<file path="src/design/slcf_pkg.sv">
// ----------------------------------------------------------------------------
// slcf_pkg
// Shared types and constants of the sync/length/checksum frame receiver.
// ----------------------------------------------------------------------------
package slcf_pkg;

    typedef enum logic [2:0] {
        PH_SYNC1 = 3'd0,
        PH_SYNC2 = 3'd1,
        PH_LENH  = 3'd2,
        PH_LENL  = 3'd3,
        PH_TYPE  = 3'd4,
        PH_DATA  = 3'd5,
        PH_CHECK = 3'd6
    } t_phase;

    typedef enum logic [1:0] {
        KIND_PAYLOAD = 2'd0,
        KIND_PASS    = 2'd1,
        KIND_FAIL    = 2'd2,
        KIND_REJECT  = 2'd3
    } t_kind;

    localparam logic [7:0]  SYNC_FIRST    = 8'h5A;
    localparam logic [7:0]  SYNC_SECOND   = 8'h59;
    localparam logic [7:0]  LEN_HIGH_ZERO = 8'hFF;
    localparam logic [15:0] MAX_LEN_RESET = 16'd3096;
    localparam logic [15:0] HDR_CHECK_LEN = 16'd6;

    // Register index as decoded from paddr[2].
    localparam logic REG_MAX_LEN = 1'b0;

    typedef struct packed {
        t_kind       kind;
        logic [7:0]  payload_byte;
        logic [15:0] byte_index;
        logic [7:0]  frame_type;
        logic [15:0] payload_length;
    } t_result;

endpackage

</file>
<file path="src/design/slcf_parse.sv">
// ----------------------------------------------------------------------------
// slcf_parse
// Frame state machine: consumes one byte per request and produces at most
// one result for it.
// ----------------------------------------------------------------------------
module slcf_parse (
    input  logic                 i_clk,
    input  logic                 i_rst_n,
    input  logic                 i_accept,
    input  logic [7:0]           i_rx_byte,
    input  logic [15:0]          i_max_len,
    output logic                 o_res_valid,
    output slcf_pkg::t_result    o_result
);
    import slcf_pkg::*;

    t_phase      r_phase, n_phase;
    logic [15:0] r_total_len, n_total_len;
    logic [7:0]  r_sum, n_sum;
    logic [15:0] r_count, n_count;
    logic [7:0]  r_type, n_type;

    logic [15:0] lenl_total;
    logic [15:0] plen;
    logic [15:0] count_inc;
    logic        is_sync1;
    logic        short_frame;

    assign lenl_total  = {r_total_len[15:8], i_rx_byte};
    assign plen        = (r_total_len > HDR_CHECK_LEN) ? (r_total_len - HDR_CHECK_LEN)
                                                       : 16'd0;
    assign count_inc   = r_count + 16'd1;
    assign is_sync1    = (i_rx_byte == SYNC_FIRST);
    assign short_frame = (r_count == 16'd0) && (r_total_len <= HDR_CHECK_LEN);

    // Next state and datapath registers.
    always_comb begin
        n_phase     = r_phase;
        n_total_len = r_total_len;
        n_sum       = r_sum;
        n_count     = r_count;
        n_type      = r_type;
        case (r_phase)
            PH_SYNC2: begin
                if (i_rx_byte == SYNC_SECOND) begin
                    n_sum   = r_sum + i_rx_byte;
                    n_phase = PH_LENH;
                end else begin
                    n_phase = is_sync1 ? PH_SYNC2 : PH_SYNC1;
                    n_sum   = is_sync1 ? i_rx_byte : 8'd0;
                end
            end
            PH_LENH: begin
                n_sum       = r_sum + i_rx_byte;
                n_total_len = {((i_rx_byte == LEN_HIGH_ZERO) ? 8'd0 : i_rx_byte), 8'd0};
                n_phase     = PH_LENL;
            end
            PH_LENL: begin
                if (lenl_total > i_max_len) begin
                    n_total_len = 16'd0;
                    n_phase     = is_sync1 ? PH_SYNC2 : PH_SYNC1;
                    n_sum       = is_sync1 ? i_rx_byte : 8'd0;
                end else begin
                    n_total_len = lenl_total;
                    n_sum       = r_sum + i_rx_byte;
                    n_phase     = PH_TYPE;
                end
            end
            PH_TYPE: begin
                n_type  = i_rx_byte;
                n_sum   = r_sum + i_rx_byte;
                n_count = 16'd0;
                n_phase = PH_DATA;
            end
            PH_DATA: begin
                if (short_frame) begin
                    n_total_len = 16'd0;
                    n_phase     = is_sync1 ? PH_SYNC2 : PH_SYNC1;
                    n_sum       = is_sync1 ? i_rx_byte : 8'd0;
                end else begin
                    n_sum   = r_sum + i_rx_byte;
                    n_count = count_inc;
                    if (count_inc >= plen) begin
                        n_phase = PH_CHECK;
                    end
                end
            end
            PH_CHECK: begin
                n_count = 16'd0;
                if (r_sum == i_rx_byte) begin
                    n_phase = PH_SYNC1;
                    n_sum   = 8'd0;
                end else begin
                    n_phase = is_sync1 ? PH_SYNC2 : PH_SYNC1;
                    n_sum   = is_sync1 ? i_rx_byte : 8'd0;
                end
            end
            default: begin
                n_phase = is_sync1 ? PH_SYNC2 : PH_SYNC1;
                n_sum   = is_sync1 ? i_rx_byte : 8'd0;
            end
        endcase
    end

    // Result for the byte being accepted.
    always_comb begin
        o_res_valid = 1'b0;
        o_result    = '0;
        case (r_phase)
            PH_LENL: begin
                if (lenl_total > i_max_len) begin
                    o_res_valid   = i_accept;
                    o_result.kind = KIND_REJECT;
                end
            end
            PH_DATA: begin
                o_res_valid         = i_accept;
                o_result.frame_type = r_type;
                if (short_frame) begin
                    o_result.kind = KIND_REJECT;
                end else begin
                    o_result.kind           = KIND_PAYLOAD;
                    o_result.payload_byte   = i_rx_byte;
                    o_result.byte_index     = r_count;
                    o_result.payload_length = plen;
                end
            end
            PH_CHECK: begin
                o_res_valid             = i_accept;
                o_result.frame_type     = r_type;
                o_result.payload_length = plen;
                o_result.kind           = (r_sum == i_rx_byte) ? KIND_PASS : KIND_FAIL;
            end
            default: begin
                o_res_valid = 1'b0;
            end
        endcase
    end

    always_ff @(posedge i_clk) begin
        if (!i_rst_n) begin
            r_phase     <= PH_SYNC1;
            r_total_len <= 16'd0;
            r_sum       <= 8'd0;
            r_count     <= 16'd0;
            r_type      <= 8'd0;
        end else if (i_accept) begin
            r_phase     <= n_phase;
            r_total_len <= n_total_len;
            r_sum       <= n_sum;
            r_count     <= n_count;
            r_type      <= n_type;
        end
    end

endmodule

</file>
<file path="src/design/slcf_obuf.sv">
// ----------------------------------------------------------------------------
// slcf_obuf
// Two-entry result buffer that separates the input stall from the output
// stall.
// ----------------------------------------------------------------------------
module slcf_obuf (
    input  logic                 i_clk,
    input  logic                 i_rst_n,
    input  logic                 i_push,
    input  slcf_pkg::t_result    i_result,
    output logic                 o_full,
    output logic                 o_valid,
    input  logic                 i_stall,
    output slcf_pkg::t_result    o_result
);
    import slcf_pkg::*;

    t_result    r_slot [2];
    logic       r_wr_ptr, r_rd_ptr;
    logic [1:0] r_count, n_count;
    logic       pop;

    assign o_full   = (r_count == 2'd2);
    assign o_valid  = (r_count != 2'd0);
    assign o_result = r_slot[r_rd_ptr];
    assign pop      = o_valid && !i_stall;

    always_comb begin
        n_count = r_count;
        if (i_push && !pop) begin
            n_count = r_count + 2'd1;
        end else if (pop && !i_push) begin
            n_count = r_count - 2'd1;
        end
    end

    always_ff @(posedge i_clk) begin
        if (!i_rst_n) begin
            r_wr_ptr <= 1'b0;
            r_rd_ptr <= 1'b0;
            r_count  <= 2'd0;
        end else begin
            r_count <= n_count;
            if (i_push) begin
                r_wr_ptr <= ~r_wr_ptr;
            end
            if (pop) begin
                r_rd_ptr <= ~r_rd_ptr;
            end
        end
    end

    always_ff @(posedge i_clk) begin
        if (i_push) begin
            r_slot[r_wr_ptr] <= i_result;
        end
    end

endmodule

</file>
<file path="src/design/sync_length_checksum_frame_receiver_core.sv">
// ----------------------------------------------------------------------------
// sync_length_checksum_frame_receiver_core
// Deframer for 'Z','Y' sync, 16-bit length, type, payload and additive
// checksum frames, with an APB register for the largest frame length.
// ----------------------------------------------------------------------------
//  channel  direction  handshake                  payload
//  rx       in         i_rx_valid / o_rx_stall    i_rx_byte
//  res      out        o_res_valid / i_res_stall  o_kind, o_payload_byte,
//                                                 o_byte_index, o_frame_type,
//                                                 o_payload_length
//  cfg      in         psel/penable/pwrite/pready paddr, pwdata, prdata
//
// One byte is taken per cycle while o_rx_stall is low; the next frame state
// and its result are combinational; the result goes into a two-entry buffer
// at the edge that accepts the byte and is offered once older entries leave.
// o_rx_stall is high while both buffer entries are occupied, which only
// happens after the output has been stalled.
// Reset is synchronous and clears the frame state and the buffer; the
// length limit returns to 3096.
// ----------------------------------------------------------------------------
module sync_length_checksum_frame_receiver_core (
    input  logic        i_clk,
    input  logic        i_rst_n,
    input  logic        i_rx_valid,
    output logic        o_rx_stall,
    input  logic [7:0]  i_rx_byte,
    output logic        o_res_valid,
    input  logic        i_res_stall,
    output logic [1:0]  o_kind,
    output logic [7:0]  o_payload_byte,
    output logic [15:0] o_byte_index,
    output logic [7:0]  o_frame_type,
    output logic [15:0] o_payload_length,
    input  logic        psel,
    input  logic        penable,
    input  logic        pwrite,
    input  logic [2:0]  paddr,
    input  logic [31:0] pwdata,
    output logic [31:0] prdata,
    output logic        pready
);
    import slcf_pkg::*;

    logic [15:0] r_max_len;
    logic        rx_accept;
    logic        buf_full;
    logic        res_push;
    t_result     res_in, res_out;

    assign pready = 1'b1;
    assign prdata = (paddr[2] == REG_MAX_LEN) ? {16'd0, r_max_len} : 32'd0;

    always_ff @(posedge i_clk) begin
        if (!i_rst_n) begin
            r_max_len <= MAX_LEN_RESET;
        end else if (psel && penable && pwrite && pready && (paddr[2] == REG_MAX_LEN)) begin
            r_max_len <= pwdata[15:0];
        end
    end

    assign o_rx_stall = buf_full;
    assign rx_accept  = i_rx_valid && !buf_full;

    slcf_parse u_parse (
        .i_clk       (i_clk),
        .i_rst_n     (i_rst_n),
        .i_accept    (rx_accept),
        .i_rx_byte   (i_rx_byte),
        .i_max_len   (r_max_len),
        .o_res_valid (res_push),
        .o_result    (res_in)
    );

    slcf_obuf u_obuf (
        .i_clk    (i_clk),
        .i_rst_n  (i_rst_n),
        .i_push   (res_push),
        .i_result (res_in),
        .o_full   (buf_full),
        .o_valid  (o_res_valid),
        .i_stall  (i_res_stall),
        .o_result (res_out)
    );

    assign o_kind           = res_out.kind;
    assign o_payload_byte   = res_out.payload_byte;
    assign o_byte_index     = res_out.byte_index;
    assign o_frame_type     = res_out.frame_type;
    assign o_payload_length = res_out.payload_length;

endmodule

</file>
<file path="config.mk">
export PLATFORM = sky130hd
export DESIGN_NAME = sync_length_checksum_frame_receiver_core
export DESIGN_NICKNAME = d
export VERILOG_FILES = /design/src/design/slcf_pkg.sv /design/src/design/slcf_parse.sv /design/src/design/slcf_obuf.sv /design/src/design/sync_length_checksum_frame_receiver_core.sv
export SDC_FILE = /design/constraint.sdc
export NUM_CORES = 1
export LEC_CHECK = 0
export BUFFER_PORTS_ARGS = -buffer_cell sky130_fd_sc_hd__buf_2
export CORE_MARGIN = 4
export CORE_UTILIZATION = 40
export DETAILED_ROUTE_END_ITERATION = 8
export HOLD_SLACK_MARGIN = 0.02
export SYNTH_ARGS = -nofsm -noshare
export SYNTH_HDL_FRONTEND = slang
export SYNTH_SLANG_ARGS = --single-unit
</file>
<file path="constraint.sdc">
create_clock -name i_clk -period 11.55 [get_ports i_clk]
set_input_delay 0.5775 -clock i_clk [delete_from_list [all_inputs] [get_ports i_clk]]
set_output_delay 0.5775 -clock i_clk [all_outputs]
set_load 0.005 [all_outputs]
</file>
# After elaboration in Yosys (flattened, before gate mapping)
# Memory sizes are Yosys's and may differ from the RTL's. A register that Yosys moved wholly into a read port is not among the register bits.
# Cells that the tools add are included.
# Widths: inputs -> output; s select.
# totals
register_bits	71
ram_bits	100
out_inout_bits	85
wordCells	100
memories	1
# classes
n_addsub	5
n_lt_le_gt_ge	4
n_eq_ne	15
muxes	37
bitwise_logic	3
n_reduce_logical	25
# memory_table
memory	words	width	rd	rd_ports_with_merged_regs	write_ports	line	text
u_obuf.r_slot	2	50	1	1	1	slcf_obuf.sv:18	t_result r_slot [2];
# op_table
op	n
$mux 16	6
$mux 24	2
$mux 8	6
$pmux 16 s3	1
$pmux 24 s2	1
$pmux 8 s5	1
$pmux 16 s2	1
$pmux 3 s6	1
$add 16x1->16 const B	1
$eq 8x7->1 const B	2
$ge 16x16->1	1
$gt 16x16->1	1
$gt 16x3->1 const B	1
$le 16x3->1 const B	1
$logic_not 16->1	1
$sub 16x3->16 const B	1
$mux 3	5
$mux 2	5
$eq 3x3->1 const B	3
$add 8x8->8	1
$eq 8x8->1	1
$eq 8x8->1 const B	1
$logic_and 1x1->1	8
$eq 3x2->1 const B	2
18 further kinds	35

# Longest topological paths before layout
# depth
ltp_word	9
depth_mapped	14
mapped_depth_nobuf	13

# Modules after synthesis
# Synthesis repeated with hierarchy kept, for this count alone.
# hier_totals
cells_unflattened	852
hier_area_um2	9193.8
# by_module_without_submodules
module	n_inst	cells_each	area_each_um2
slcf_parse	1	567	4439.3
slcf_obuf	1	178	3821.2
sync_length_checksum_frame_receiver_core	1	107	933.4

# Least setup slack after synthesis
# Ideal clock, no wire load.
# synth_path
path_kind	in2reg
start	input port i_rx_byte[7]
end	memory u_obuf.r_slot[0][0] (netlist bit) (enable)
t_arrival_ps	4239
required_time_ps	11086
setup_slack_ps	6847
cell_stages	7
path_buffers	0
path_cell_list	ha_1 > nand3_1 > nor4_1 > a21boi_0 > o31a_1 > o21a_1 > nor2b_1
# synth_between
elab_chain_len	5
# synth_lines
element	line	text
start, declared	sync_length_checksum_frame_receiver_core.sv:26	input logic [7:0] i_rx_byte,
$gt 16x16->1	slcf_parse.sv:111	if (lenl_total > i_max_len) begin
$mux 1	slcf_parse.sv:111	
$pmux 1 s2	slcf_parse.sv:109	case (r_phase)
named net res_push	sync_length_checksum_frame_receiver_core.sv:47	logic res_push;
$mux 1	slcf_obuf.sv:54	if (i_push) begin
$mux 1 (not written as such)	slcf_obuf.sv:55	r_slot[r_wr_ptr] <= i_result;
end, declared	slcf_obuf.sv:18	
# The timed path passes the listed nets, and every way through them passes these cells.

# Worst setup path in the final report
# layout_path
start	register u_parse.r_total_len[8]
end	register u_parse.r_phase[0]
# layout_between
elab_chain_len	5
word_cells_on_any_way	12
classes_between	add/sub: 1; order compare: 4; eq/ne: 1; mux: 4; reduce/logical: 2
# layout_lines
element	line	text
start, declared	slcf_parse.sv:18	logic [15:0] r_total_len, n_total_len;
start signal, assigned	slcf_parse.sv:149	r_total_len <= n_total_len;
$sub 16x3->16 or $gt 16x3->1 (tied branches)	slcf_parse.sv:30	assign plen = (r_total_len > HDR_CHECK_LEN) ? (r_total_len - HDR_CHECK_LEN)
$mux 16	slcf_parse.sv:30	
$ge 16x16->1	slcf_parse.sv:83	if (count_inc >= plen) begin
$ne 3x1->1 (no source line)	n/a	
$reduce_and 2->1 (no source line)	n/a	
end signal, assigned	slcf_parse.sv:148	r_phase <= n_phase;
end, declared	slcf_parse.sv:17	t_phase r_phase, n_phase;
# Parallel ways exist; a longest one is shown, timed or not.
# A chain may end at the register's enable or synchronous reset.

==> out/metrics.cfg <==
[synth]
synth.top_cells.by_count = sky130_fd_sc_hd__edfxtp_1, sky130_fd_sc_hd__nor2_1, sky130_fd_sc_hd__nand2_1
synth_enable_flop_cells = 100
post_synth.cell_area_avg_um2 = 10.3
post-synth-top-area-fraction = 0.337
synth.cell_area_um2 = 8900
synth.most_common_cell = sky130_fd_sc_hd__edfxtp_1
post_synth_inst_count = 867
ys_top_cells_by_area = sky130_fd_sc_hd__edfxtp_1, sky130_fd_sc_hd__dfxtp_1, sky130_fd_sc_hd__mux2_2, sky130_fd_sc_hd__ha_1, sky130_fd_sc_hd__nor2_1
dominant_cell_type_by_area_after_synthesis = sky130_fd_sc_hd__edfxtp_1
ys_ff_latch = 172
ys_types = 63
synth_flop_cell = sky130_fd_sc_hd__edfxtp_1
sequential_cell_area_fraction_in_the_yosys_report = 0.499
synth_async_sr_flop_share = 0
synth-warning-count = 0

[die]
fp.coreArea_um2 = 21900
die-width_um = 157
die_height_um = 157
die_area_um2 = 24700
row_count = 54
i_o_pin_total = 135
initial_core_utilization = 0.407

[worst_setup_path]
critical-path-top-delay-family = simple AND/OR/NAND/NOR gates
arrival_time_reported_for_the_critical_path_endpoint_ps = 4330
crit_path_cell_trace = or4_1, or4_4, or2_2, nand2_1, ha_1, a211oi_1, and3_1, o21ai_0, a211oi_1, o211ai_1, a31oi_1, o21a_1
required_ps = 11920
startpoint_type = flop
crit_buf_inv = 0
slowest_cp_cell = sky130_fd_sc_hd__or4_4
path_max_fanout = 17
timing.critical_path.slowest_cell_delay_ps = 610
worst_path_most_repeated_cell = sky130_fd_sc_hd__a211oi_1
timing.setup.critical_path_class = flop to flop
timing.critical_path.to_type = flop

[clocking]
tritoncts = built
cts_resized = 0
cts.hold.buffers_added = 0
root_buffer_selected_by_cts = sky130_fd_sc_hd__clkbuf_16
cts_made_buffers = 17
clock_latency_ps = 430
clock_sinks = 172
htree_num_levels = 4
worst_setup_hold_path_clk_slew_ps = 60
ctsLongestPathBuffers = 2
post-cts-setup-buffer-count = 0

[global_routing]
groute.usage.overall = 0.167
wire_length_of_the_first_global_routing_pass_mm = 32.6
number_of_global_route_vias_before_repair = 6126
number_of_antenna_violations_at_the_first_check_in_global_routing = 1
grt_overflow_total = 0
grt_start_max_net_pins = 51

[power]
pwr_dens_nw_per_um2 = 122
irDropWorstVdd_mv = 0.0913
p_leak_uw = 0.00387

[sta]
setup_repair_after_global_routing_missed_its_margin = false
setup_tns_ps = 0
max-slew-margin-rel = 0.387
finalCritPeriodShare = 0.342
post-route-min-period_ps = 3950
final_max_slew_viol_count = 0
fmax_mhz = 253
finalHoldViolCount = 0
clock-skew-final_ps = 7.63
finalSetupViolations = 0
worst-slew-pin-transition_ps = 920

[route]
detail_route.wl_per_cell_um = 16.4
ant_nets = 0
detail_route.iter0.violations = 417
route.detailed.vias_per_inst = 5.19
remaining_drc_errors = 0
drt_pre_antenna_iters = 5
finalWirelength_mm = 20.3
vias = 6404

[placed_design]
placed_cells = 1202
detailed_place_hpwl_mm = 14.2
place.gp.congestion = 0.887
io_buffer_count = 99

[layout]
fin_nets = 1035
post_route_cells_drive_above_1_share = 0.212
final_cells = 1234
insertedDiodeCount = 0
area_growth_pct = 13.5

[worst_hold_path]
worstHoldPathType = primary input to flop

[job]
max_cap_viol_count = 0

[status]
status = completed

cell usage in the layout, fill, tap and decap left out, types with 4 or more instances in the layout:
| cell | count |
|---|---|
| sky130_fd_sc_hd__conb_1 | 17 |
| sky130_fd_sc_hd__a211oi_1 | 7 |
| sky130_fd_sc_hd__buf_2 | 99 |
| sky130_fd_sc_hd__dfxtp_1 | 71 |
| sky130_fd_sc_hd__nor2_1 | 93 |
| sky130_fd_sc_hd__o21bai_1 | 4 |
| sky130_fd_sc_hd__mux2i_1 | 8 |
| sky130_fd_sc_hd__ha_1 | 43 |
| sky130_fd_sc_hd__o21ai_0 | 20 |
| sky130_fd_sc_hd__nand4_1 | 11 |
| sky130_fd_sc_hd__and3_1 | 12 |
| sky130_fd_sc_hd__and2_1 | 26 |
| sky130_fd_sc_hd__a22oi_1 | 12 |
| sky130_fd_sc_hd__nor4_1 | 10 |
| sky130_fd_sc_hd__inv_1 | 25 |
| sky130_fd_sc_hd__a31oi_1 | 4 |
| sky130_fd_sc_hd__or2_2 | 6 |
| sky130_fd_sc_hd__nor3_1 | 15 |
| sky130_fd_sc_hd__edfxtp_1 | 100 |
| sky130_fd_sc_hd__mux2_2 | 51 |
| sky130_fd_sc_hd__a21oi_1 | 62 |
| sky130_fd_sc_hd__nand3_1 | 25 |
| sky130_fd_sc_hd__nand2b_1 | 6 |
| sky130_fd_sc_hd__or3_1 | 7 |
| sky130_fd_sc_hd__nand2_1 | 77 |
| sky130_fd_sc_hd__clkbuf_16 | 17 |
| sky130_fd_sc_hd__a21o_1 | 6 |
| sky130_fd_sc_hd__xnor2_1 | 20 |
| sky130_fd_sc_hd__buf_4 | 5 |
| sky130_fd_sc_hd__clkinv_4 | 5 |
| sky130_fd_sc_hd__o21a_1 | 4 |
| sky130_fd_sc_hd__o211ai_1 | 8 |
| sky130_fd_sc_hd__nor2b_1 | 5 |
| sky130_fd_sc_hd__xor2_1 | 18 |
cell type report:
class	instances	area, um2
Tap cell	280	350
Multi-Input combinational cell	621	4120
Clock buffer	19	443
Timing Repair Buffer	104	533
Sequential cell	172	4450
Clock inverter	13	118
Fill cell	2139	11800
Inverter	25	93.8
worst reg2reg max path, cell delays in order, from the launching register on:
cell                       delay, ps
sky130_fd_sc_hd__dfxtp_1         390
sky130_fd_sc_hd__or4_1           570
sky130_fd_sc_hd__or4_4           610
sky130_fd_sc_hd__or2_2           440
sky130_fd_sc_hd__nand2_1         160
sky130_fd_sc_hd__ha_1            280
sky130_fd_sc_hd__a211oi_1        240
sky130_fd_sc_hd__and3_1          180
sky130_fd_sc_hd__o21ai_0          70
sky130_fd_sc_hd__a211oi_1        360
sky130_fd_sc_hd__o211ai_1        210
sky130_fd_sc_hd__a31oi_1         260
sky130_fd_sc_hd__o21a_1          140
per-stage QoR:
stage / util / instance area, um2 / worst slack (ps) / hold slack [ps] / power (uW)
floorplan: - / 8960 / 6850 / 436 / 682
global placement: 0.436 / 9540 / 7660 / 442 / 694
detailed placement: 0.436 / 9540 / 7640 / 447 / 694
CTS: 0.461 / 10100 / 7610 / 361 / 1240
global route: 0.461 / 10100 / 7340 / 375 / 1270
finish: 0.461 / 10100 / 7600 / 370 / 1230
cells by family (layout without fill, tap and decap cells):
family / Yosys count / after routing / share of synthesized area
AND/OR/NAND/NOR: 313 / 313 / 0.174
buffers and inverters: 89 / 161 / 0.0454
multiplexers: 59 / 59 / 0.0735
AO/OA/AOI/OAI: 150 / 150 / 0.107
XOR/XNOR: 38 / 38 / 0.0374
flip-flops: 172 / 172 / 0.499
other: 2 / 17 / 0.000844
adder cells (fa/ha/maj): 44 / 44 / 0.0627
power by group:
group | switching (uW) | internal (uW)
combinational | 25.2 | 12.5
clock | 244 | 303
sequential | 0.680 | 643
layer usage:
| metal | vias to the layer above | track usage | share of wire |
|---|---|---|---|
| li1 | 3235 | - | - |
| met5 | - | 0 | 0.00034 |
| met4 | 2 | 0.0410 | 0.011 |
| met1 | 3001 | 0.221 | 0.47 |
| met3 | 20 | 0.0377 | 0.044 |
| met2 | 146 | 0.281 | 0.48 |
worst paths after layout:
path	from	end	slack, ps	depth (start not counted)
min reg2reg	r_max_len[2]$_SDFFE_PN0P_	r_max_len[2]$_SDFFE_PN0P_	450	2
min	pwdata[3]	r_max_len[3]$_SDFFE_PN1P_	370	3
max reg2reg	u_parse.r_total_len[8]$_SDFFE_PN0P_	u_parse.r_phase[0]$_SDFFE_PN0P_	7600	12
max	u_parse.r_total_len[8]$_SDFFE_PN0P_	u_parse.r_phase[0]$_SDFFE_PN0P_	7600	12
registers in the layout, indices dropped and copies added, names as in the netlist, named ones only:
register	count
u_obuf.r_wr_ptr	1
r_max_len	16
u_obuf.r_rd_ptr	1
u_parse.r_count	16
u_obuf.r_slot	100
u_obuf.r_count	2
u_parse.r_type	8
u_parse.r_phase	3
u_parse.r_sum	8
u_parse.r_total_len	16
Note: power is estimated with default switching activity, not from simulation.
